--- src/rtl/core/scsr_pkg.sv ---
// Package of the sparse column slice remapper: field widths and register indexes.
`default_nettype none

package scsr_pkg;

   localparam int COL_BITS     = 24;
   localparam int SCALAR_BITS  = 27;
   localparam int TOTAL_BITS   = 32;
   localparam int CSR_ADDR_W   = 3;
   localparam int CSR_DATA_W   = 48;
   localparam int CNT_REG_W    = 3;
   localparam int SUBW_REG_W   = 4;
   localparam int PTR_W        = 3;
   localparam int NUM_IV_REGS  = 4;

   // Result beat: local_col, scalar_col, row_pos, total_kept, padded to bytes.
   localparam int RSP_FIELD_W  = COL_BITS + 2 * SCALAR_BITS + TOTAL_BITS;
   localparam int RSP_TDATA_W  = ((RSP_FIELD_W + 7) / 8) * 8;
   localparam int REQ_TDATA_W  = ((COL_BITS + 7) / 8) * 8;

   localparam int LOCAL_LSB    = 0;
   localparam int SCALAR_LSB   = LOCAL_LSB + COL_BITS;
   localparam int ROW_LSB      = SCALAR_LSB + SCALAR_BITS;
   localparam int TOTAL_LSB    = ROW_LSB + SCALAR_BITS;

   typedef enum logic [CSR_ADDR_W-1:0] {
      CSR_INTERVAL_0     = 3'd0,
      CSR_INTERVAL_1     = 3'd1,
      CSR_INTERVAL_2     = 3'd2,
      CSR_INTERVAL_3     = 3'd3,
      CSR_INTERVAL_COUNT = 3'd4,
      CSR_SUB_WIDTH      = 3'd5
   } csr_index_type;

endpackage

`default_nettype wire

--- src/rtl/core/sparse_column_slice_remap.sv ---
// Top level of the sparse column slice remapper: interval walk and lane expansion.
`default_nettype none

// Sparse column slice remapper.
// The request channel carries one block-column index per beat, ascending within a row;
// req_tuser marks the first nonzero of a new row. Each column is checked against up to
// four ascending half-open column intervals, walked by an interval pointer that never
// moves back. A kept column is renumbered with the skipped gaps removed and expanded into
// sub_width response beats, one per lane; a discarded column gives a single beat with
// rsp_tuser (kept) low. rsp_tlast marks the final beat caused by one request beat.
// On request acceptance the interval walk updates the row state and loads the hold stage;
// the lane multiply then fills the output register from the hold stage. A kept column takes
// one beat of the output port per lane, that is sub_width with zero read as one and values
// above MAX_SUB_WIDTH clipped to it; a discarded column takes one beat. While the receiver
// takes every beat the block sustains one beat per cycle, and a new request is taken as the
// final lane of the previous one leaves the hold stage. The lane counter in the hold stage
// marks that final lane. A synchronous reset empties both stages, clears the row state and
// the kept total and returns the registers to their reset values. When the receiver stalls,
// the output beat holds, the hold stage waits and req_tready falls once the hold stage
// cannot drain. Configuration is written through csr_we, csr_addr and csr_wdata; the user
// must do so only while the block is idle, which the block itself does not enforce.
module sparse_column_slice_remap #(
   parameter int MAX_INTERVALS = 4,
   parameter int MAX_SUB_WIDTH = 8
) (
   input  wire logic                                 clock,
   input  wire logic                                 reset,
   // Request: tdata[23:0] col; tuser[0] row_start.
   input  wire logic                                 req_tvalid,
   output logic                                      req_tready,
   input  wire logic [scsr_pkg::REQ_TDATA_W-1:0]     req_tdata,
   input  wire logic                                 req_tuser,
   // Response: tdata[23:0] local_col, [50:24] scalar_col, [77:51] row_pos,
   // [109:78] total_kept, [111:110] zero; tuser[0] kept; tlast last.
   output logic                                      rsp_tvalid,
   input  wire logic                                 rsp_tready,
   output logic [scsr_pkg::RSP_TDATA_W-1:0]          rsp_tdata,
   output logic                                      rsp_tuser,
   output logic                                      rsp_tlast,
   // Register write port.
   input  wire logic                                 csr_we,
   input  wire logic [scsr_pkg::CSR_ADDR_W-1:0]      csr_addr,
   input  wire logic [scsr_pkg::CSR_DATA_W-1:0]      csr_wdata
);
   import scsr_pkg::*;

   // Interval registers actually held; the pointer stops at most one past the last interval in use.
   localparam int NIV   = (MAX_INTERVALS < NUM_IV_REGS) ? MAX_INTERVALS : NUM_IV_REGS;
   localparam int CNT_W = $clog2(MAX_SUB_WIDTH + 1);

   // Configuration registers.
   logic [CSR_DATA_W-1:0] iv_ff [NIV];
   logic [CNT_REG_W-1:0]  count_ff;
   logic [SUBW_REG_W-1:0] subw_ff;

   // Row and running state.
   logic [PTR_W-1:0]      ptr_ff, ptr_in;
   logic [COL_BITS-1:0]   gap_ff, gap_in;
   logic [COL_BITS-1:0]   rk_ff, rk_in;
   logic [TOTAL_BITS-1:0] total_ff, total_in;

   // Hold stage: one decided column waiting to be expanded into lanes.
   logic                  hold_valid_ff;
   logic                  hold_kept_ff;
   logic [COL_BITS-1:0]   hold_local_ff;
   logic [COL_BITS-1:0]   hold_base_ff;
   logic [TOTAL_BITS-1:0] hold_total_ff;
   logic [CNT_W-1:0]      hold_w_ff;
   logic [CNT_W-1:0]      lane_ff;

   // Output register.
   logic                   rsp_valid_ff;
   logic                   rsp_kept_ff;
   logic                   rsp_last_ff;
   logic [COL_BITS-1:0]    rsp_local_ff;
   logic [SCALAR_BITS-1:0] rsp_scalar_ff;
   logic [SCALAR_BITS-1:0] rsp_row_ff;
   logic [TOTAL_BITS-1:0]  rsp_total_ff;

   // Decision logic.
   logic [COL_BITS-1:0]   col;
   logic [CNT_REG_W-1:0]  n_act;
   logic [CNT_W-1:0]      w_lanes;
   logic [PTR_W-1:0]      p0;
   logic [COL_BITS-1:0]   gap0;
   logic [COL_BITS-1:0]   rk0;
   logic [COL_BITS-1:0]   end_cur;
   logic [COL_BITS-1:0]   first_sel;
   logic                  advance;
   logic                  found;
   logic                  keep;

   // Handshake and lane logic.
   logic                  accept;
   logic                  out_load;
   logic                  emit;
   logic                  hold_last;
   logic [31:0]           scalar_full;
   logic [31:0]           row_full;

   assign col = req_tdata[COL_BITS-1:0];

   // Configuration writes.
   always_ff @(posedge clock) begin
      if (reset) begin
         for (int j = 0; j < NIV; j++) begin
            iv_ff[j] <= '0;
         end
         count_ff <= CNT_REG_W'(1);
         subw_ff  <= SUBW_REG_W'(1);
      end else if (csr_we) begin
         for (int j = 0; j < NIV; j++) begin
            if (csr_addr == CSR_ADDR_W'(CSR_INTERVAL_0) + CSR_ADDR_W'(j)) begin
               iv_ff[j] <= csr_wdata;
            end
         end
         if (csr_addr == CSR_INTERVAL_COUNT) begin
            count_ff <= csr_wdata[CNT_REG_W-1:0];
         end
         if (csr_addr == CSR_SUB_WIDTH) begin
            subw_ff <= csr_wdata[SUBW_REG_W-1:0];
         end
      end
   end

   // Intervals in use and lanes per kept column, both clipped to what is built; a zero sub_width reads as one.
   always_comb begin
      n_act = count_ff;
      if (count_ff > CNT_REG_W'(NIV)) begin
         n_act = CNT_REG_W'(NIV);
      end
      if (subw_ff == '0) begin
         w_lanes = CNT_W'(1);
      end else if (int'(subw_ff) > MAX_SUB_WIDTH) begin
         w_lanes = CNT_W'(MAX_SUB_WIDTH);
      end else begin
         w_lanes = CNT_W'(subw_ff);
      end
   end

   // Interval walk. A row start restarts the pointer and loads the gap with the first
   // column of the lowest interval. When the column lies at or beyond the end of the
   // current interval, the pointer moves up, adding each gap between intervals passed; it stops
   // at the first interval whose end lies above the column, else past the last one in use.
   always_comb begin
      p0   = req_tuser ? '0 : ptr_ff;
      gap0 = req_tuser ? iv_ff[0][COL_BITS-1:0] : gap_ff;
      rk0  = req_tuser ? '0 : rk_ff;

      end_cur = '0;
      for (int j = 0; j < NIV; j++) begin
         if (p0 == PTR_W'(j)) begin
            end_cur = iv_ff[j][2*COL_BITS-1:COL_BITS];
         end
      end
      advance = (p0 < PTR_W'(n_act)) && (col >= end_cur);

      ptr_in = p0;
      gap_in = gap0;
      found  = 1'b0;
      if (advance) begin
         ptr_in = PTR_W'(n_act);
         for (int j = 1; j < NIV; j++) begin
            if (!found && (p0 < PTR_W'(j)) && (PTR_W'(j) < PTR_W'(n_act))) begin
               gap_in = gap_in + iv_ff[j][COL_BITS-1:0]
                        - iv_ff[j-1][2*COL_BITS-1:COL_BITS];
               if (col < iv_ff[j][2*COL_BITS-1:COL_BITS]) begin
                  ptr_in = PTR_W'(j);
                  found  = 1'b1;
               end
            end
         end
      end

      first_sel = '0;
      for (int j = 0; j < NIV; j++) begin
         if (ptr_in == PTR_W'(j)) begin
            first_sel = iv_ff[j][COL_BITS-1:0];
         end
      end
      keep = (ptr_in < PTR_W'(n_act)) && (col >= first_sel);

      rk_in    = keep ? rk0 + COL_BITS'(1) : rk0;
      total_in = (keep && (total_ff != '1)) ? total_ff + TOTAL_BITS'(1) : total_ff;
   end

   // Handshake. The hold stage drains one lane into the output register per cycle while that
   // register can load; a new request enters as its final lane leaves.
   assign out_load   = !rsp_valid_ff || rsp_tready;
   assign emit       = hold_valid_ff && out_load;
   assign hold_last  = !hold_kept_ff || (lane_ff == hold_w_ff - CNT_W'(1));
   assign req_tready = !hold_valid_ff || (emit && hold_last);
   assign accept     = req_tvalid && req_tready;

   // Row state is committed as the request is accepted.
   always_ff @(posedge clock) begin
      if (reset) begin
         ptr_ff   <= '0;
         gap_ff   <= '0;
         rk_ff    <= '0;
         total_ff <= '0;
      end else if (accept) begin
         ptr_ff   <= ptr_in;
         gap_ff   <= gap_in;
         rk_ff    <= rk_in;
         total_ff <= total_in;
      end
   end

   // Hold stage control.
   always_ff @(posedge clock) begin
      if (reset) begin
         hold_valid_ff <= 1'b0;
         lane_ff       <= '0;
      end else if (accept) begin
         hold_valid_ff <= 1'b1;
         lane_ff       <= '0;
      end else if (emit && hold_last) begin
         hold_valid_ff <= 1'b0;
      end else if (emit) begin
         lane_ff <= lane_ff + CNT_W'(1);
      end
   end

   // Hold stage payload.
   always_ff @(posedge clock) begin
      if (accept) begin
         hold_kept_ff  <= keep;
         hold_local_ff <= col - gap_in;
         hold_base_ff  <= rk0;
         hold_total_ff <= total_in;
         hold_w_ff     <= w_lanes;
      end
   end

   // Lane expansion: scalar column and position within the destination row.
   assign scalar_full = 32'(hold_local_ff) * 32'(hold_w_ff) + 32'(lane_ff);
   assign row_full    = 32'(hold_base_ff) * 32'(hold_w_ff) + 32'(lane_ff);

   always_ff @(posedge clock) begin
      if (reset) begin
         rsp_valid_ff <= 1'b0;
      end else if (out_load) begin
         rsp_valid_ff <= hold_valid_ff;
      end
   end

   always_ff @(posedge clock) begin
      if (emit) begin
         rsp_kept_ff   <= hold_kept_ff;
         rsp_last_ff   <= hold_last;
         rsp_total_ff  <= hold_total_ff;
         rsp_local_ff  <= hold_kept_ff ? hold_local_ff : '0;
         rsp_scalar_ff <= hold_kept_ff ? scalar_full[SCALAR_BITS-1:0] : '0;
         rsp_row_ff    <= hold_kept_ff ? row_full[SCALAR_BITS-1:0] : '0;
      end
   end

   assign rsp_tvalid = rsp_valid_ff;
   assign rsp_tuser  = rsp_kept_ff;
   assign rsp_tlast  = rsp_last_ff;
   assign rsp_tdata  = {{(RSP_TDATA_W - RSP_FIELD_W){1'b0}},
                        rsp_total_ff, rsp_row_ff, rsp_scalar_ff, rsp_local_ff};

endmodule

`default_nettype wire

--- config.mk ---
export PLATFORM = sky130hd
export DESIGN_NAME = sparse_column_slice_remap
export DESIGN_NICKNAME = d
export VERILOG_FILES = /design/src/rtl/core/scsr_pkg.sv /design/src/rtl/core/sparse_column_slice_remap.sv
export SDC_FILE = /design/constraint.sdc
export NUM_CORES = 2
export LEC_CHECK = 0
export ABC_CLOCK_PERIOD_IN_PS = 21200
export BUFFER_PORTS_ARGS = -buffer_cell sky130_fd_sc_hd__buf_2
export CORE_AREA = 2 2 275 277
export CTS_BUF_LIST = sky130_fd_sc_hd__clkbuf_8
export DETAILED_ROUTE_END_ITERATION = 10
export DIE_AREA = 0 0 277 279
export PLACE_DENSITY = 0.74
export SYNTH_ARGS = -nofsm -noshare
export SYNTH_HDL_FRONTEND = slang
export SYNTH_SLANG_ARGS = --single-unit
export TNS_END_PERCENT = 30
--- constraint.sdc ---
create_clock -name clock -period 21.2 [get_ports clock]
set_clock_uncertainty 0.15 [all_clocks]
set_input_delay 2.12 -clock clock [delete_from_list [all_inputs] [get_ports clock]]
set_output_delay 2.12 -clock clock [all_outputs]
set_load 0.02 [all_outputs]
* Word-level counts from Yosys, hierarchy flattened
Memories as Yosys holds them, arrays and structs flattened.
Cells that the tools add are included.
** Storage, ports and cells
- Output and inout bits :: 116
- Bits in registers :: 293
- Memories :: 1
- Input port bits :: 81
- Bits in writable memories :: 192
- Word-level logic and storage cells :: 157
** Operators by class
- Muxes and demuxes :: 58
- Reductions and logical operators :: 29
- Order comparisons :: 15
- Multipliers :: 2
- Equal/unequal tests :: 13
- Add/sub/neg operators :: 13
- Bitwise gates (word level) :: 5
** Memory list
- iv_ff :: words 4, bits a word 48, read ports 4, clocked after memory_dff 0, wr ports 4, RTL line sparse_column_slice_remap.sv:52 : logic [CSR_DATA_W-1:0] iv_ff [NIV];
** Operator list (count)
- 24-bit two-way mux :: 17
- 48-bit two-way mux :: 4
- 24-bit subtractor :: 4
- 24-bit adder :: 3
- 24-bit < comparator :: 3
- 27-bit by 4-bit adder with 27-bit output :: 2
- 24-bit by 4-bit multiplier with 27-bit output :: 2
- 24-bit >= comparator :: 2
- 32-bit by 1-bit adder with 32-bit output, second input constant :: 1
- 32-bit two-way mux :: 1
- 32-bit != test, second input constant :: 1
- 3-bit two-way mux :: 9
- 1-bit two-way mux :: 26
- 24-bit by 1-bit adder with 24-bit output, second input constant :: 1
- 3-bit by 2-bit equality test with 1-bit output, second input constant :: 6
- 1-bit logical AND :: 11
- 3-bit by 1-bit equality test with 1-bit output, second input constant :: 3
- 3-bit zero test :: 3
- 3-bit equality test, second input constant :: 2
- 2-bit by 3-bit < comparator with 1-bit output, first input constant :: 2
- 3-bit by 2-bit < comparator with 1-bit output, second input constant :: 2
- 3-bit < comparator :: 2
- 2-bit AND reduction :: 3
- 1-bit zero test :: 5
- other kinds (14) :: 20

* Longest topological paths before layout
- Depth after elaboration :: 28
- Depth in mapped cells :: 46
- Depth with buffers taken out :: 42

* Least setup slack after synthesis
No wires, ideal clock.
- Path kind :: input to register
- Start point :: input req_tuser
- End point :: register hold_local_ff[22] (data pin)
- Buffers on the path :: 4
- Data arrival time :: 11.228 ns
- Stages :: 42
- Library setup time :: 0.134 ns
- Path slack :: 9.688 ns
- Data required time :: 20.916 ns
- Cells stage by stage :: buf_4 clkbuf_1 clkbuf_1 mux2i_1 fa_1 inv_1 ha_1 nor2b_1 o21a_1 o21ai_0 a21oi_1 a21oi_1 xor2_1 a21oi_1 fa_1 ha_1 clkbuf_1 and2_1 [... 6 more ...] fa_1 ha_1 inv_1 a21oi_1 o21ai_0 nand2b_1 xor2_1 mux2_2 o21ai_0 ha_1 and2_1 a22o_1 o41ai_1 a21oi_1 or2_2 maj3_2 a2111o_1 nand3_1
** Between the ends
- Longest elaborated chain between the ends :: 16
- Elaborated cells between the ends (all ways) :: 41
- Classes of those cells :: 7 x add/sub; 5 x order compare; 3 x eq/ne; 17 x mux; 9 x reduce/logical
** Ends and longest elaborated chain
- start, declared :: RTL line sparse_column_slice_remap.sv:32 : input wire logic req_tuser,
- branches (longest 14 deep; another with 24-bit adder)
- 24-bit two-way mux (*) :: RTL line sparse_column_slice_remap.sv:161 : if (advance) begin
- 24-bit subtractor (*) :: RTL line sparse_column_slice_remap.sv:229 : hold_local_ff <= col - gap_in;
- end signal, assigned :: RTL line sparse_column_slice_remap.sv:229
- end, declared :: RTL line sparse_column_slice_remap.sv:65 : logic [COL_BITS-1:0] hold_local_ff;
Mark *: on every way between the ends. The select of a mux whose other input is x is not followed.
A chain may end at the register's enable or synchronous reset.

* Worst setup path after layout
- Start point :: input req_tuser
- End point :: register hold_total_ff[1] (data pin)
** Between the ends
- Longest elaborated chain between the ends :: 24
- Elaborated cells between the ends (all ways) :: 46
- Classes of those cells :: 7 x order compare; 6 x eq/ne; 21 x mux; 12 x reduce/logical
** Ends and longest elaborated chain
- 3-bit two-way mux (*) :: RTL line sparse_column_slice_remap.sv:146 : p0 = req_tuser ? '0 : ptr_ff;
- branches (longest 13 deep; another with 24-bit >= comparator)
- 3-bit two-way mux (*) :: RTL line sparse_column_slice_remap.sv:161
- 3-bit zero test :: RTL line sparse_column_slice_remap.sv:177 : if (ptr_in == PTR_W'(j)) begin
- 24-bit two-way mux (4 in a row) :: RTL line sparse_column_slice_remap.sv:177
- 24-bit >= comparator :: RTL line sparse_column_slice_remap.sv:181 : keep = (ptr_in < PTR_W'(n_act)) && (col >= first_sel);
- 1-bit logical AND (*) :: RTL line sparse_column_slice_remap.sv:181
- via keep :: RTL line sparse_column_slice_remap.sv:91 : logic keep;
- 1-bit logical AND (*) :: RTL line sparse_column_slice_remap.sv:184 : total_in = (keep && (total_ff != '1)) ? total_ff + TOTAL_BITS'(1) : total_ff;
- 32-bit two-way mux (*) :: RTL line sparse_column_slice_remap.sv:184
- via total_in[1] :: RTL line sparse_column_slice_remap.sv:60 : logic [TOTAL_BITS-1:0] total_ff, total_in;
- end signal, assigned :: RTL line sparse_column_slice_remap.sv:231 : hold_total_ff <= total_in;
- end, declared :: RTL line sparse_column_slice_remap.sv:67 : logic [TOTAL_BITS-1:0] hold_total_ff;
Mark *: on every way through the listed nets, which the timed path passes. The select of a mux whose other input is x is not followed.

==> run metrics <==
cts bufs inserted 82; vias in the first global route 27854; unrepaired setup endpoints after global routing no; Slew @ Worst Pin 0.949 ns; row count 100; core area 74100 um2; area growth from synthesis to layout 9.94%; CTS tree done; Final Hold Vio Count 0; Post-DP Area 38800 um2; Clock Tree Root clkbuf_8; xor/xnor share of the synthesized area 0.0376; final worst-path cycle share 0.564; power density cells 98.7 nW/um2; Die Ht 279 um; gpl congestion 0.979; I/O Pins 197; FF-to-FF path depth 31; Initial Util 0.497; nets 4452; Tot GR Track Use 0.272; top_reg_cell synth edfxtp_1; Netlist Area Pre-Place 36800 um2; H-tree depth 3; Async S/R FF share, synth 0; Inst Count DP 4766; Min Hold Slack 0.229 ns; Synth cell types 86; Final Cell Area 40400 um2; number of flops mapped to enable cells by yosys 389; largest family of logic cells by synthesized area adder cells; Sum Neg Setup Slack 0 ns; synth top area cells edfxtp_1, ha_1, fa_1, and2_1, dfxtp_1; largest net degree at the start of global routing 80; area leader, netlist edfxtp_1; fin cells 4922; Clock Sinks 485; simple-gate share of the synthesized area 0.171; WP data required 21.50 ns; register area share after synthesis 0.370; starting DRC count in detailed routing 2703; reg2reg end hold_total_ff[1]; Fillers 6554; fin util 0.546; DP Worst Slack 8.88 ns; post-synth top area share 0.318; die area 77300 um2; post_cts resized 0; Post-CTS Setup Inserts 0; share of layout cells above drive strength 1 0.124; Residual DRC 0; Slew Limit Fails 0; Vias/cell 5.87; hold_buf cts 0; most used cell, CP a21o_1; post-synthesis compound-gate area fraction 0.141; most frequent cell after synthesis edfxtp_1; Worst Setup EP hold_total_ff[1]; Post-Route WL 105000 um; Worst EP arrival 12.25 ns; placed wire-length estimate 78400 um; worst flop-to-flop path startpoint ptr_ff[2]; Worst VDD drop 0.0000586 V; via count 28906; status finished clean; DRT antenna net count 0; leakage 17.5 nW; FMAX 83.7 MHz; Largest stage delay, worst path 0.76 ns; FF+latch count, synth 485; crit start category input port; Warnings, synthesis 0; CP max FO 55; max_slew headroom 0.360; Tot Pwr 3.99 mW; CP endpoint kind flip-flop; Post-Syn Area per Cell 9.90 um2; first-pass iteration count of the detailed router 6; Worst R2R Setup Slack 11.10 ns; synthesized-area fraction occupied by adder cells 0.200; Buffers on Ports 194; first-pass GRT wire length 162000 um; initial antenna violation count 11; Post-synth top cells edfxtp_1, ha_1, inv_1; CP max-delay cell a2111oi_0; Mapped Cells 3714; clk_lat worst skew 0.71 ns; overflow left after global routing 0; kind of critical path input port to flip-flop; multiplexer share of the synthesized area 0.0300; width of the die 277 um; final setup vio count 0; Max Cap Viol 0; Critical path origin req_tuser; wire per inst 21.4 um; Worst-path clk slew 0.06 ns; min Tclk post-route 11.95 ns; post-route setup slack 9.25 ns; min-delay worst type flip-flop to flip-flop; clk buf depth 3
-- worst max-delay path, delay by kind of cell --
family / cells / cell delay, ns
AOI/OAI and AO/OA: 14 / 4.06
muxes: 2 / 0.73
buffers and inverters: 6 / 2.62
adders and majority gates: 2 / 0.53
and+or+nand+nor: 9 / 2.06
-- where the power goes --
part,switching (mW),internal [mW]
Combinational,1.12,0.759
Clock,0.404,0.459
Sequential,0.0801,1.17
-- layout by cell type, fill, tap and decap left out, types with 45 or more instances in the layout --
cell type and count:
buf_2 193, edfxtp_1 389, nor2b_1 55, clkbuf_8 87, mux2_2 57, xor2_1 51, nand3_1 74, buf_4 45
nor2_1 206, dfxtp_1 96, ha_1 328, a21o_1 77, and2_1 313, nor3_1 55, inv_1 345, o21ai_0 111
o211ai_1 61, a21oi_1 197, xnor2_1 107, fa_1 162, nand2_1 309
-- state kept, by name (all words and copies together), names as in the netlist, 24 cells and up --
| register | cells |
|---|---|
| total_ff | 32 |
| rsp_scalar_ff | 27 |
| iv_ff | 192 |
| gap_ff | 24 |
| hold_total_ff | 32 |
| rk_ff | 24 |
| rsp_total_ff | 32 |
| hold_local_ff | 24 |
| hold_base_ff | 24 |
| rsp_local_ff | 24 |
| rsp_row_ff | 27 |
-- layer usage --
layer  track usage  up-vias  part of all wire
met3        0.0587      205              0.10
met1         0.378    13866              0.43
met2         0.414     1288              0.43
met5             0        -                 0
met4         0.106        0             0.036
li1              -    13547                 -
-- cell type report --
| class | instances | area, um2 | area share |
|---|---|---|---|
| multi-input cells | 2744 | 21400 | 0.529 |
| diodes | 7 | 17.5 | 0.000433 |
| clock inverters | 62 | 463 | 0.0114 |
| flip-flops and latches | 485 | 13600 | 0.336 |
| clock buffers | 87 | 1200 | 0.0296 |
| repair buffers | 238 | 1300 | 0.0322 |
| well taps | 969 | 1210 | 0.0300 |
| inverters | 330 | 1240 | 0.0307 |
-- cells by family (layout without fill, tap and decap cells) --
family	Yosys count	in the layout
flops	485	485
xor+xnor	158	158
simple gates	1222	1222
mux	103	103
compound gates	768	768
buf+inv	486	717
fa+ha+maj	491	491
other cells	1	9
-- worst min-delay path by stage --
stage | from | end | slack, ns | cells past startpoint
final | hold_total_ff[23] | rsp_total_ff[23] | 0.23 | 0
after global routing | hold_total_ff[28] | rsp_total_ff[28] | 0.23 | 0
after CTS | hold_total_ff[23] | rsp_total_ff[23] | 0.22 | 0
after detailed placement | hold_total_ff[0] | rsp_total_ff[0] | 0.25 | 0
after global placement | hold_total_ff[19] | rsp_total_ff[19] | 0.25 | 0
after floorplan | hold_total_ff[0] | rsp_total_ff[0] | 0.25 | 0
(Power assumes the default switching activity.)
